File: src/rtl/ifrx_pkg.sv
// Package for the frame receiver: types, codes and sizes shared by the
// receiver top level and its checker.
// No dependencies.
`default_nettype none
package ifrx_pkg;

  localparam int LENGTH_BITS = 16;

  localparam logic [7:0] FLAG_BYTE = 8'h7E;
  localparam logic [7:0] ESC_BYTE  = 8'h7D;
  localparam logic [7:0] ESC_FLAG  = 8'h5E;
  localparam logic [7:0] ESC_ESC   = 8'h5D;

  localparam logic KIND_PAYLOAD = 1'b0;
  localparam logic KIND_VERDICT = 1'b1;

  localparam logic [1:0] VERDICT_NEW       = 2'd0;
  localparam logic [1:0] VERDICT_DUPLICATE = 2'd1;
  localparam logic [1:0] VERDICT_REJECT    = 2'd2;

  localparam logic [2:0] REG_ADDRESS = 3'd0;
  localparam logic [2:0] REG_SEQ0    = 3'd1;
  localparam logic [2:0] REG_SEQ1    = 3'd2;
  localparam logic [2:0] REG_READY0  = 3'd3;
  localparam logic [2:0] REG_READY1  = 3'd4;
  localparam logic [2:0] REG_REJECT0 = 3'd5;
  localparam logic [2:0] REG_REJECT1 = 3'd6;

  typedef struct packed {
    logic        out_kind;
    logic [7:0]  out_byte;
    logic [7:0]  reply_control;
    logic [1:0]  verdict;
    logic [15:0] payload_length;
    logic        last;
  } result_t;

endpackage
`default_nettype wire

File: src/rtl/ifrx_in_if.sv
// Input channel of the frame receiver: one raw line byte per beat.
// Depends on nothing.
`default_nettype none
interface ifrx_in_if;
  logic       valid;
  logic       ready;
  logic [7:0] rx_byte;

  modport source (output valid, output rx_byte, input ready);
  modport sink (input valid, input rx_byte, output ready);
endinterface
`default_nettype wire

File: src/rtl/ifrx_out_if.sv
// Result channel of the frame receiver: one payload byte or frame verdict per beat.
// Depends on nothing.
`default_nettype none
interface ifrx_out_if;
  logic        valid;
  logic        ready;
  logic        out_kind;
  logic [7:0]  out_byte;
  logic [7:0]  reply_control;
  logic [1:0]  verdict;
  logic [15:0] payload_length;
  logic        last;

  modport source (output valid, output out_kind, output out_byte, output reply_control,
                  output verdict, output payload_length, output last, input ready);
  modport sink (input valid, input out_kind, input out_byte, input reply_control,
                input verdict, input payload_length, input last, output ready);
endinterface
`default_nettype wire

File: src/rtl/iframe_receiver_destuff_ack_unit.sv
// Results are registered in the result queue before they are shown.
// Throughput: one input beat per cycle while results drain; a beat yields
// at most two results, held in a four-entry result queue that takes a beat
// only while two entries are free. Reset is synchronous and active high:
// it returns the framer to hunting, empties the queue and loads the
// register defaults.
// Depends on ifrx_pkg, ifrx_in_if and ifrx_out_if.
`default_nettype none
module iframe_receiver_destuff_ack_unit
  import ifrx_pkg::*;
(
  input  wire logic        clk,
  input  wire logic        rst,
  ifrx_in_if.sink          rx,
  ifrx_out_if.source       result,
  input  wire logic        psel,
  input  wire logic        penable,
  input  wire logic        pwrite,
  input  wire logic [4:0]  paddr,
  input  wire logic [31:0] pwdata,
  output logic      [31:0] prdata,
  output logic             pready
);

  typedef enum logic [2:0] {
    PH_HUNT = 3'd0,
    PH_FLAG = 3'd1,
    PH_ADDR = 3'd2,
    PH_CTRL = 3'd3,
    PH_DATA = 3'd4,
    PH_ESC  = 3'd5
  } phase_t;

  typedef logic [LENGTH_BITS-1:0] count_t;

  logic [7:0] address_byte, seq0_control, seq1_control;
  logic [7:0] ready0_control, ready1_control, reject0_control, reject1_control;

  phase_t     phase, phase_next;
  logic       received_seq, received_seq_next;
  logic [7:0] held_byte, held_byte_next;
  logic       held_valid, held_valid_next;
  logic [7:0] parity, parity_next;
  count_t     payload_count, payload_count_next;
  logic       last_seq, last_seq_next;

  result_t    res0, res1;
  logic [1:0] n_res;

  result_t    queue [4];
  logic [1:0] wr_ptr, rd_ptr;
  logic [2:0] fill;

  logic       accept, pop, cfg_write;
  logic [2:0] reg_index;
  logic [LENGTH_BITS+15:0] count_wide;
  logic [15:0] length_out;

  function automatic count_t sat_inc(input count_t v);
    return (&v) ? v : v + 1'b1;
  endfunction

  function automatic result_t payload_result(input logic [7:0] b);
    result_t r;
    r = '0;
    r.out_kind = KIND_PAYLOAD;
    r.out_byte = b;
    return r;
  endfunction

  assign pready    = 1'b1;
  assign reg_index = paddr[4:2];
  assign cfg_write = psel && penable && pwrite;

  always_comb begin
    case (reg_index)
      REG_ADDRESS: prdata = {24'b0, address_byte};
      REG_SEQ0:    prdata = {24'b0, seq0_control};
      REG_SEQ1:    prdata = {24'b0, seq1_control};
      REG_READY0:  prdata = {24'b0, ready0_control};
      REG_READY1:  prdata = {24'b0, ready1_control};
      REG_REJECT0: prdata = {24'b0, reject0_control};
      REG_REJECT1: prdata = {24'b0, reject1_control};
      default:     prdata = 32'b0;
    endcase
  end

  assign rx.ready     = (fill <= 3'd2);
  assign accept       = rx.valid && rx.ready;
  assign result.valid = (fill != 3'd0);
  assign pop          = result.valid && result.ready;

  assign count_wide = {16'b0, payload_count};
  assign length_out = (count_wide > (LENGTH_BITS+16)'(16'hFFFF)) ?
                      16'hFFFF : count_wide[15:0];

  always_comb begin
    phase_next         = phase;
    received_seq_next  = received_seq;
    held_byte_next     = held_byte;
    held_valid_next    = held_valid;
    parity_next        = parity;
    payload_count_next = payload_count;
    last_seq_next      = last_seq;
    res0               = '0;
    res1               = '0;
    n_res              = 2'd0;

    case (phase)
      PH_FLAG: begin
        if (rx.rx_byte == address_byte) begin
          phase_next = PH_ADDR;
        end else if (rx.rx_byte != FLAG_BYTE) begin
          phase_next = PH_HUNT;
        end
      end
      PH_ADDR: begin
        if (rx.rx_byte == seq0_control) begin
          received_seq_next = 1'b0;
          phase_next        = PH_CTRL;
        end else if (rx.rx_byte == seq1_control) begin
          received_seq_next = 1'b1;
          phase_next        = PH_CTRL;
        end else if (rx.rx_byte == FLAG_BYTE) begin
          phase_next = PH_FLAG;
        end else begin
          phase_next = PH_HUNT;
        end
      end
      PH_CTRL: begin
        if (rx.rx_byte == (address_byte ^ (received_seq ? seq1_control : seq0_control))) begin
          held_byte_next     = 8'h00;
          held_valid_next    = 1'b0;
          parity_next        = 8'h00;
          payload_count_next = '0;
          phase_next         = PH_DATA;
        end else if (rx.rx_byte == FLAG_BYTE) begin
          phase_next = PH_FLAG;
        end else begin
          phase_next = PH_HUNT;
        end
      end
      PH_DATA: begin
        if (rx.rx_byte == FLAG_BYTE) begin
          res0                = '0;
          res0.out_kind       = KIND_VERDICT;
          res0.payload_length = length_out;
          if (received_seq == last_seq) begin
            res0.verdict       = VERDICT_DUPLICATE;
            res0.reply_control = received_seq ? ready1_control : ready0_control;
          end else if (held_valid && (held_byte == parity)) begin
            res0.verdict       = VERDICT_NEW;
            res0.reply_control = received_seq ? ready0_control : ready1_control;
            last_seq_next      = received_seq;
          end else begin
            res0.verdict       = VERDICT_REJECT;
            res0.reply_control = received_seq ? reject1_control : reject0_control;
          end
          n_res              = 2'd1;
          held_byte_next     = 8'h00;
          held_valid_next    = 1'b0;
          parity_next        = 8'h00;
          payload_count_next = '0;
          phase_next         = PH_HUNT;
        end else if (rx.rx_byte == ESC_BYTE) begin
          phase_next = PH_ESC;
        end else begin
          if (held_valid) begin
            res0               = payload_result(held_byte);
            n_res              = 2'd1;
            parity_next        = parity ^ held_byte;
            payload_count_next = sat_inc(payload_count);
          end
          held_byte_next  = rx.rx_byte;
          held_valid_next = 1'b1;
        end
      end
      PH_ESC: begin
        phase_next      = PH_DATA;
        held_valid_next = 1'b1;
        if ((rx.rx_byte == ESC_FLAG) || (rx.rx_byte == ESC_ESC)) begin
          if (held_valid) begin
            res0               = payload_result(held_byte);
            n_res              = 2'd1;
            parity_next        = parity ^ held_byte;
            payload_count_next = sat_inc(payload_count);
          end
          held_byte_next = (rx.rx_byte == ESC_FLAG) ? FLAG_BYTE : ESC_BYTE;
        end else begin
          if (held_valid) begin
            res0               = payload_result(held_byte);
            res1               = payload_result(ESC_BYTE);
            n_res              = 2'd2;
            parity_next        = parity ^ held_byte ^ ESC_BYTE;
            payload_count_next = sat_inc(sat_inc(payload_count));
          end else begin
            res0               = payload_result(ESC_BYTE);
            n_res              = 2'd1;
            parity_next        = parity ^ ESC_BYTE;
            payload_count_next = sat_inc(payload_count);
          end
          held_byte_next = rx.rx_byte;
        end
      end
      default: begin
        phase_next = (rx.rx_byte == FLAG_BYTE) ? PH_FLAG : PH_HUNT;
      end
    endcase

    if (n_res == 2'd2) begin
      res1.last = 1'b1;
    end else begin
      res0.last = 1'b1;
    end
  end

  always_ff @(posedge clk) begin
    if (rst) begin
      phase           <= PH_HUNT;
      received_seq    <= 1'b0;
      held_byte       <= 8'h00;
      held_valid      <= 1'b0;
      parity          <= 8'h00;
      payload_count   <= '0;
      last_seq        <= 1'b1;
      wr_ptr          <= 2'd0;
      rd_ptr          <= 2'd0;
      fill            <= 3'd0;
      address_byte    <= 8'd3;
      seq0_control    <= 8'd0;
      seq1_control    <= 8'd64;
      ready0_control  <= 8'd170;
      ready1_control  <= 8'd171;
      reject0_control <= 8'd84;
      reject1_control <= 8'd85;
    end else begin
      if (accept) begin
        phase         <= phase_next;
        received_seq  <= received_seq_next;
        held_byte     <= held_byte_next;
        held_valid    <= held_valid_next;
        parity        <= parity_next;
        payload_count <= payload_count_next;
        last_seq      <= last_seq_next;
        wr_ptr        <= wr_ptr + n_res;
      end
      if (pop) begin
        rd_ptr <= rd_ptr + 2'd1;
      end
      fill <= fill + (accept ? {1'b0, n_res} : 3'd0) - {2'b0, pop};
      if (cfg_write) begin
        case (reg_index)
          REG_ADDRESS: address_byte    <= pwdata[7:0];
          REG_SEQ0:    seq0_control    <= pwdata[7:0];
          REG_SEQ1:    seq1_control    <= pwdata[7:0];
          REG_READY0:  ready0_control  <= pwdata[7:0];
          REG_READY1:  ready1_control  <= pwdata[7:0];
          REG_REJECT0: reject0_control <= pwdata[7:0];
          REG_REJECT1: reject1_control <= pwdata[7:0];
          default: begin
          end
        endcase
      end
    end
  end

  always_ff @(posedge clk) begin
    if (accept && (n_res != 2'd0)) begin
      queue[wr_ptr] <= res0;
    end
    if (accept && (n_res == 2'd2)) begin
      queue[wr_ptr + 2'd1] <= res1;
    end
  end

  assign result.out_kind       = queue[rd_ptr].out_kind;
  assign result.out_byte       = queue[rd_ptr].out_byte;
  assign result.reply_control  = queue[rd_ptr].reply_control;
  assign result.verdict        = queue[rd_ptr].verdict;
  assign result.payload_length = queue[rd_ptr].payload_length;
  assign result.last           = queue[rd_ptr].last;

endmodule
`default_nettype wire

File: src/flat_wrapper.sv
// flat-port wrapper written by rule: the top's interface ports become plain ports
module iframe_receiver_destuff_ack_unit_flat import ifrx_pkg::*;
  (clk, rst, psel, penable, pwrite, paddr, pwdata, prdata, pready, rx_valid, rx_rx_byte, rx_ready, result_valid, result_out_kind, result_out_byte, result_reply_control, result_verdict, result_payload_length, result_last, result_ready);
  ifrx_in_if rx_i ();
  ifrx_out_if result_i ();
  input  wire logic clk;
  input  wire logic rst;
  input  wire logic psel;
  input  wire logic penable;
  input  wire logic pwrite;
  input  wire logic [4:0] paddr;
  input  wire logic [31:0] pwdata;
  output logic      [31:0] prdata;
  output logic pready;
  input wire logic [$bits(rx_i.valid)-1:0] rx_valid;
  input wire logic [$bits(rx_i.rx_byte)-1:0] rx_rx_byte;
  output wire logic [$bits(rx_i.ready)-1:0] rx_ready;
  output wire logic [$bits(result_i.valid)-1:0] result_valid;
  output wire logic [$bits(result_i.out_kind)-1:0] result_out_kind;
  output wire logic [$bits(result_i.out_byte)-1:0] result_out_byte;
  output wire logic [$bits(result_i.reply_control)-1:0] result_reply_control;
  output wire logic [$bits(result_i.verdict)-1:0] result_verdict;
  output wire logic [$bits(result_i.payload_length)-1:0] result_payload_length;
  output wire logic [$bits(result_i.last)-1:0] result_last;
  input wire logic [$bits(result_i.ready)-1:0] result_ready;
  assign rx_i.valid = rx_valid;
  assign rx_i.rx_byte = rx_rx_byte;
  assign rx_ready = rx_i.ready;
  assign result_valid = result_i.valid;
  assign result_out_kind = result_i.out_kind;
  assign result_out_byte = result_i.out_byte;
  assign result_reply_control = result_i.reply_control;
  assign result_verdict = result_i.verdict;
  assign result_payload_length = result_i.payload_length;
  assign result_last = result_i.last;
  assign result_i.ready = result_ready;
  iframe_receiver_destuff_ack_unit u_core (.clk(clk), .rst(rst), .rx(rx_i), .result(result_i), .psel(psel), .penable(penable), .pwrite(pwrite), .paddr(paddr), .pwdata(pwdata), .prdata(prdata), .pready(pready));
endmodule
File: config.mk
export PLATFORM = sky130hd
export DESIGN_NAME = iframe_receiver_destuff_ack_unit_flat
export DESIGN_NICKNAME = d
export VERILOG_FILES = /design/src/rtl/ifrx_pkg.sv /design/src/rtl/ifrx_in_if.sv /design/src/rtl/ifrx_out_if.sv /design/src/rtl/iframe_receiver_destuff_ack_unit.sv /design/src/flat_wrapper.sv
export SDC_FILE = /design/constraint.sdc
export NUM_CORES = 1
export LEC_CHECK = 0
export ABC_AREA = 1
export BUFFER_PORTS_ARGS = -buffer_cell sky130_fd_sc_hd__buf_2
export CAP_MARGIN = 10
export CORE_MARGIN = 10
export CORE_UTILIZATION = 60
export DETAILED_ROUTE_END_ITERATION = 7
export PLACE_DENSITY_LB_ADDON = 0.1
export SETUP_SLACK_MARGIN = 0.02
export SLEW_MARGIN = 20
export SYNTH_ARGS = -nofsm -noshare
export SYNTH_HDL_FRONTEND = slang
export SYNTH_SLANG_ARGS = --single-unit
File: constraint.sdc
create_clock -name clk -period 5.22 [get_ports clk]
set_clock_uncertainty 0.1 [all_clocks]
set_input_delay 0.261 -clock clk [delete_from_list [all_inputs] [get_ports clk]]
set_output_delay 0.261 -clock clk [all_outputs]
set_load 0.02 [all_outputs]
==> results_dict.tcl <==
set metrics [dict create \
    cts_buffer_depth 3 \
    area_growth_pct 9.813 \
    cts_root_buf "clkbuf_16" \
    ant_nets 0 \
    startpoint_type "flip-flop" \
    yosysUniqueCellTypes 52 \
    cp_slowest_cell "inv_1" \
    grt_max_degree 62 \
    grt_util_all_layers 0.2539 \
    overflow 0 \
    tightest_slew_ns 0.9716 \
    synth_compound_area_frac 0.2354 \
    finalMaxSlewViolations 0 \
    vias 12900 \
    drtIter0Drc 1275 \
    synthMuxAreaShare 0.001514 \
    power.density_nw_per_um2 329.1 \
    synth_cells 1887 \
    leakagePower_nw 5.935 \
    worstPathArrival_ns 4.11 \
    cpMostUsedCell "nand2_1" \
    start_util 0.6077 \
    synth-xor-area-share 0.02839 \
    hold_violations 0 \
    post_drt_via_cell_ratio 5.848 \
    hold_ws_ns 0.02075 \
    slowest_delay_ns 0.90 \
    final_net_count 1966 \
    cts_resized 0 \
    synth_warnings 0 \
    total_power_mw 4.779 \
    grt_pass1_wl_um 60810 \
    grt_pass1_vias 12101 \
    outcome "finished, final reports clean" \
    holdCritPathClass "input pin to flip-flop" \
    path_clk_slew_ns 0.06 \
    cap_violations 0 \
    multi_input_area_um2 6754 \
    clk_latency_ns 0.55 \
    synth_top_area_cell "dfxtp_1" \
    synth-seq-area-share 0.3952 \
    post_cts_buffers 0 \
    numCtsBuffers 28 \
    synthTopCellsByArea "dfxtp_1, o21ai_0, nand2_1, a21oi_1, edfxtp_1" \
    yosysMostFrequentCell "nand2_1" \
    dieArea_um2 28370 \
    async_reset_ff_frac 0 \
    setup_violations 0 \
    ys.flop_type "dfxtp_1" \
    cp_cell_sequence "buf_4, nand2_1, o21ai_0, xor2_1, nor2_1, nand4_1, nand2_1, nand3b_1, inv_1, o211ai_1, a21oi_1" \
    fin_tns_setup_ns 0 \
    finish.instance_area_um2 14520 \
    place_hpwl_um 25170 \
    rsz0062_at_grt "false" \
    pin_count 123 \
    synthAdderAreaFrac 0.008139 \
    gp_congestion 0.9161 \
    path_class "flip-flop to flip-flop" \
    drive_gt1_frac 0.09398 \
    cp-end-kind "flip-flop" \
    finalCritPeriodShare 0.7174 \
    antenna_found_initial 0 \
    wl_per_cell_um 17.10 \
    cp_max_fo 35 \
    yosysTopAreaCellShare 0.3316 \
    htreeDepth 1 \
    synthTopCellsByCount "nand2_1, o21ai_0, dfxtp_1" \
    placed_area_um2 13450 \
    netlist_area_um2 13220 \
    cts_sinks 247 \
    ys_ff_latch 247 \
    peakVddDrop_mv 0.2580 \
    drt-total-wl_um 37720 \
    post-route-min-period_ns 3.745 \
    io_buffers 71 \
    diodes 0 \
    cp.required_ns 5.59 \
    slew-limit-headroom 0.3522 \
    fmax_mhz 267.0 \
    floorplan.die.height_um 168.4 \
    register_area_um2 5226 \
    drc 0 \
    fp.coreArea_um2 21760 \
    synth_simple_gate_area_frac 0.2297 \
    cts_tree "done" \
    ctsHoldBuffers 14 \
    synth_edf_count 28 \
    synth_top_family_by_area "compound AO/OA/AOI/OAI gates" \
    fillers 1977 \
    drtPass1Iterations 6 \
    rows 54 \
    avgSynthCellArea_um2 7.007 \
    fp.dieW_um 168.4 \
]
per-layer routing:
metal | GRT usage | vias to the layer above | wire, um
met3 | 0.03655 | 119 | 2512
met5 | 0 | - | 0
met4 | 0.1124 | 0 | 1595
met1 | 0.3132 | 5951 | 15420
li1 | - | 6327 | -
met2 | 0.4308 | 503 | 18190
path summary, 6_finish.rpt:
| kind | startpoint | to | slack (ns) | cells past startpoint |
|---|---|---|---|---|
| setup reg to reg | u_core.received_seq | u_core.parity[3] | 1.48 | 11 |
| setup / recovery | u_core.received_seq | u_core.parity[3] | 1.48 | 11 |
| hold / removal | result_ready | flip-flop | 0.02 | 4 |
| hold reg to reg | u_core.queue[0][11] | u_core.queue[0][11] | 0.35 | 2 |
area by class of cell:
class,count,area share
inverters,179,0.04645
multi-input cells,1352,0.4652
clock buffers,42,0.05533
repair buffers,98,0.04085
well taps,280,0.02413
flip-flops and latches,247,0.3600
clock inverters,8,0.008101
critical path, delay by kind of cell (launching register included):
| kind | cells | cell delay [ns] |
|---|---|---|
| buffers and inverters | 2 | 1.32 |
| xor gates and xnor gates | 1 | 0.09 |
| and+or+nand+nor | 5 | 1.09 |
| DFF | 1 | 0.60 |
| AOI/OAI and AO/OA | 3 | 0.46 |
cell families (layout without fill, tap and decap cells):
group / count (synthesis) / after routing
simple gates: 698 / 698
flops: 247 / 247
compound gates: 577 / 577
mux: 2 / 2
other cells: 2 / 25
xor+xnor: 42 / 42
fa+ha+maj: 8 / 8
buf+inv: 311 / 327
metrics by stage:
step / std cells / worst slack (ns) / util
2_1_floorplan: 1910 / 2.443 / -
3_3_place_gp: 2142 / 1.560 / 0.6184
3_5_place_dp: 2142 / 1.517 / 0.6184
4_1_cts: 2206 / 1.506 / 0.6671
5_1_grt: 2206 / 1.129 / 0.6674
6_report: 2206 / 1.475 / 0.6674
where the power goes:
part	total, mW	internal, mW	switching (mW)
Combinational	0.859	0.247	0.613
Sequential	1.97	1.94	0.0268
Clock	1.95	1.16	0.790
sequential cells by signal, summed over array words and instances, names as in the netlist, named ones only:
signal                  count
u_core.reject1_control      8
u_core.reject0_control      8
u_core.ready0_control       8
u_core.fill                 3
u_core.phase                3
u_core.queue              144
u_core.ready1_control       8
u_core.seq0_control         8
u_core.held_byte            8
u_core.rd_ptr               2
u_core.payload_count       16
u_core.seq1_control         8
u_core.wr_ptr               2
u_core.parity               8
u_core.last_seq             1
u_core.held_valid           1
u_core.received_seq         1
u_core.address_byte         8
placed cells by master (no fill, tap or decap), types with 10 or more instances in the layout:
| cell | netlist | routed |
|---|---|---|
| nand4_1 | 23 | 23 |
| edfxtp_1 | 28 | 28 |
| nor2_1 | 178 | 178 |
| nand3_1 | 112 | 112 |
| o211ai_1 | 34 | 34 |
| a21oi_1 | 203 | 203 |
| buf_2 | 30 | 71 |
| inv_1 | 164 | 162 |
| buf_4 | 30 | 13 |
| nand2_1 | 329 | 329 |
| o22ai_1 | 21 | 21 |
| xnor2_1 | 17 | 17 |
| o21ai_1 | 11 | 11 |
| clkbuf_16 | 0 | 28 |
| dlygate4sd3_1 | 0 | 14 |
| a221oi_1 | 10 | 10 |
| conb_1 | 2 | 25 |
| dfxtp_1 | 219 | 218 |
| o21ai_0 | 271 | 270 |
| xor2_1 | 24 | 24 |
| inv_2 | 9 | 12 |
Note: power is estimated with default switching activity, not from simulation.
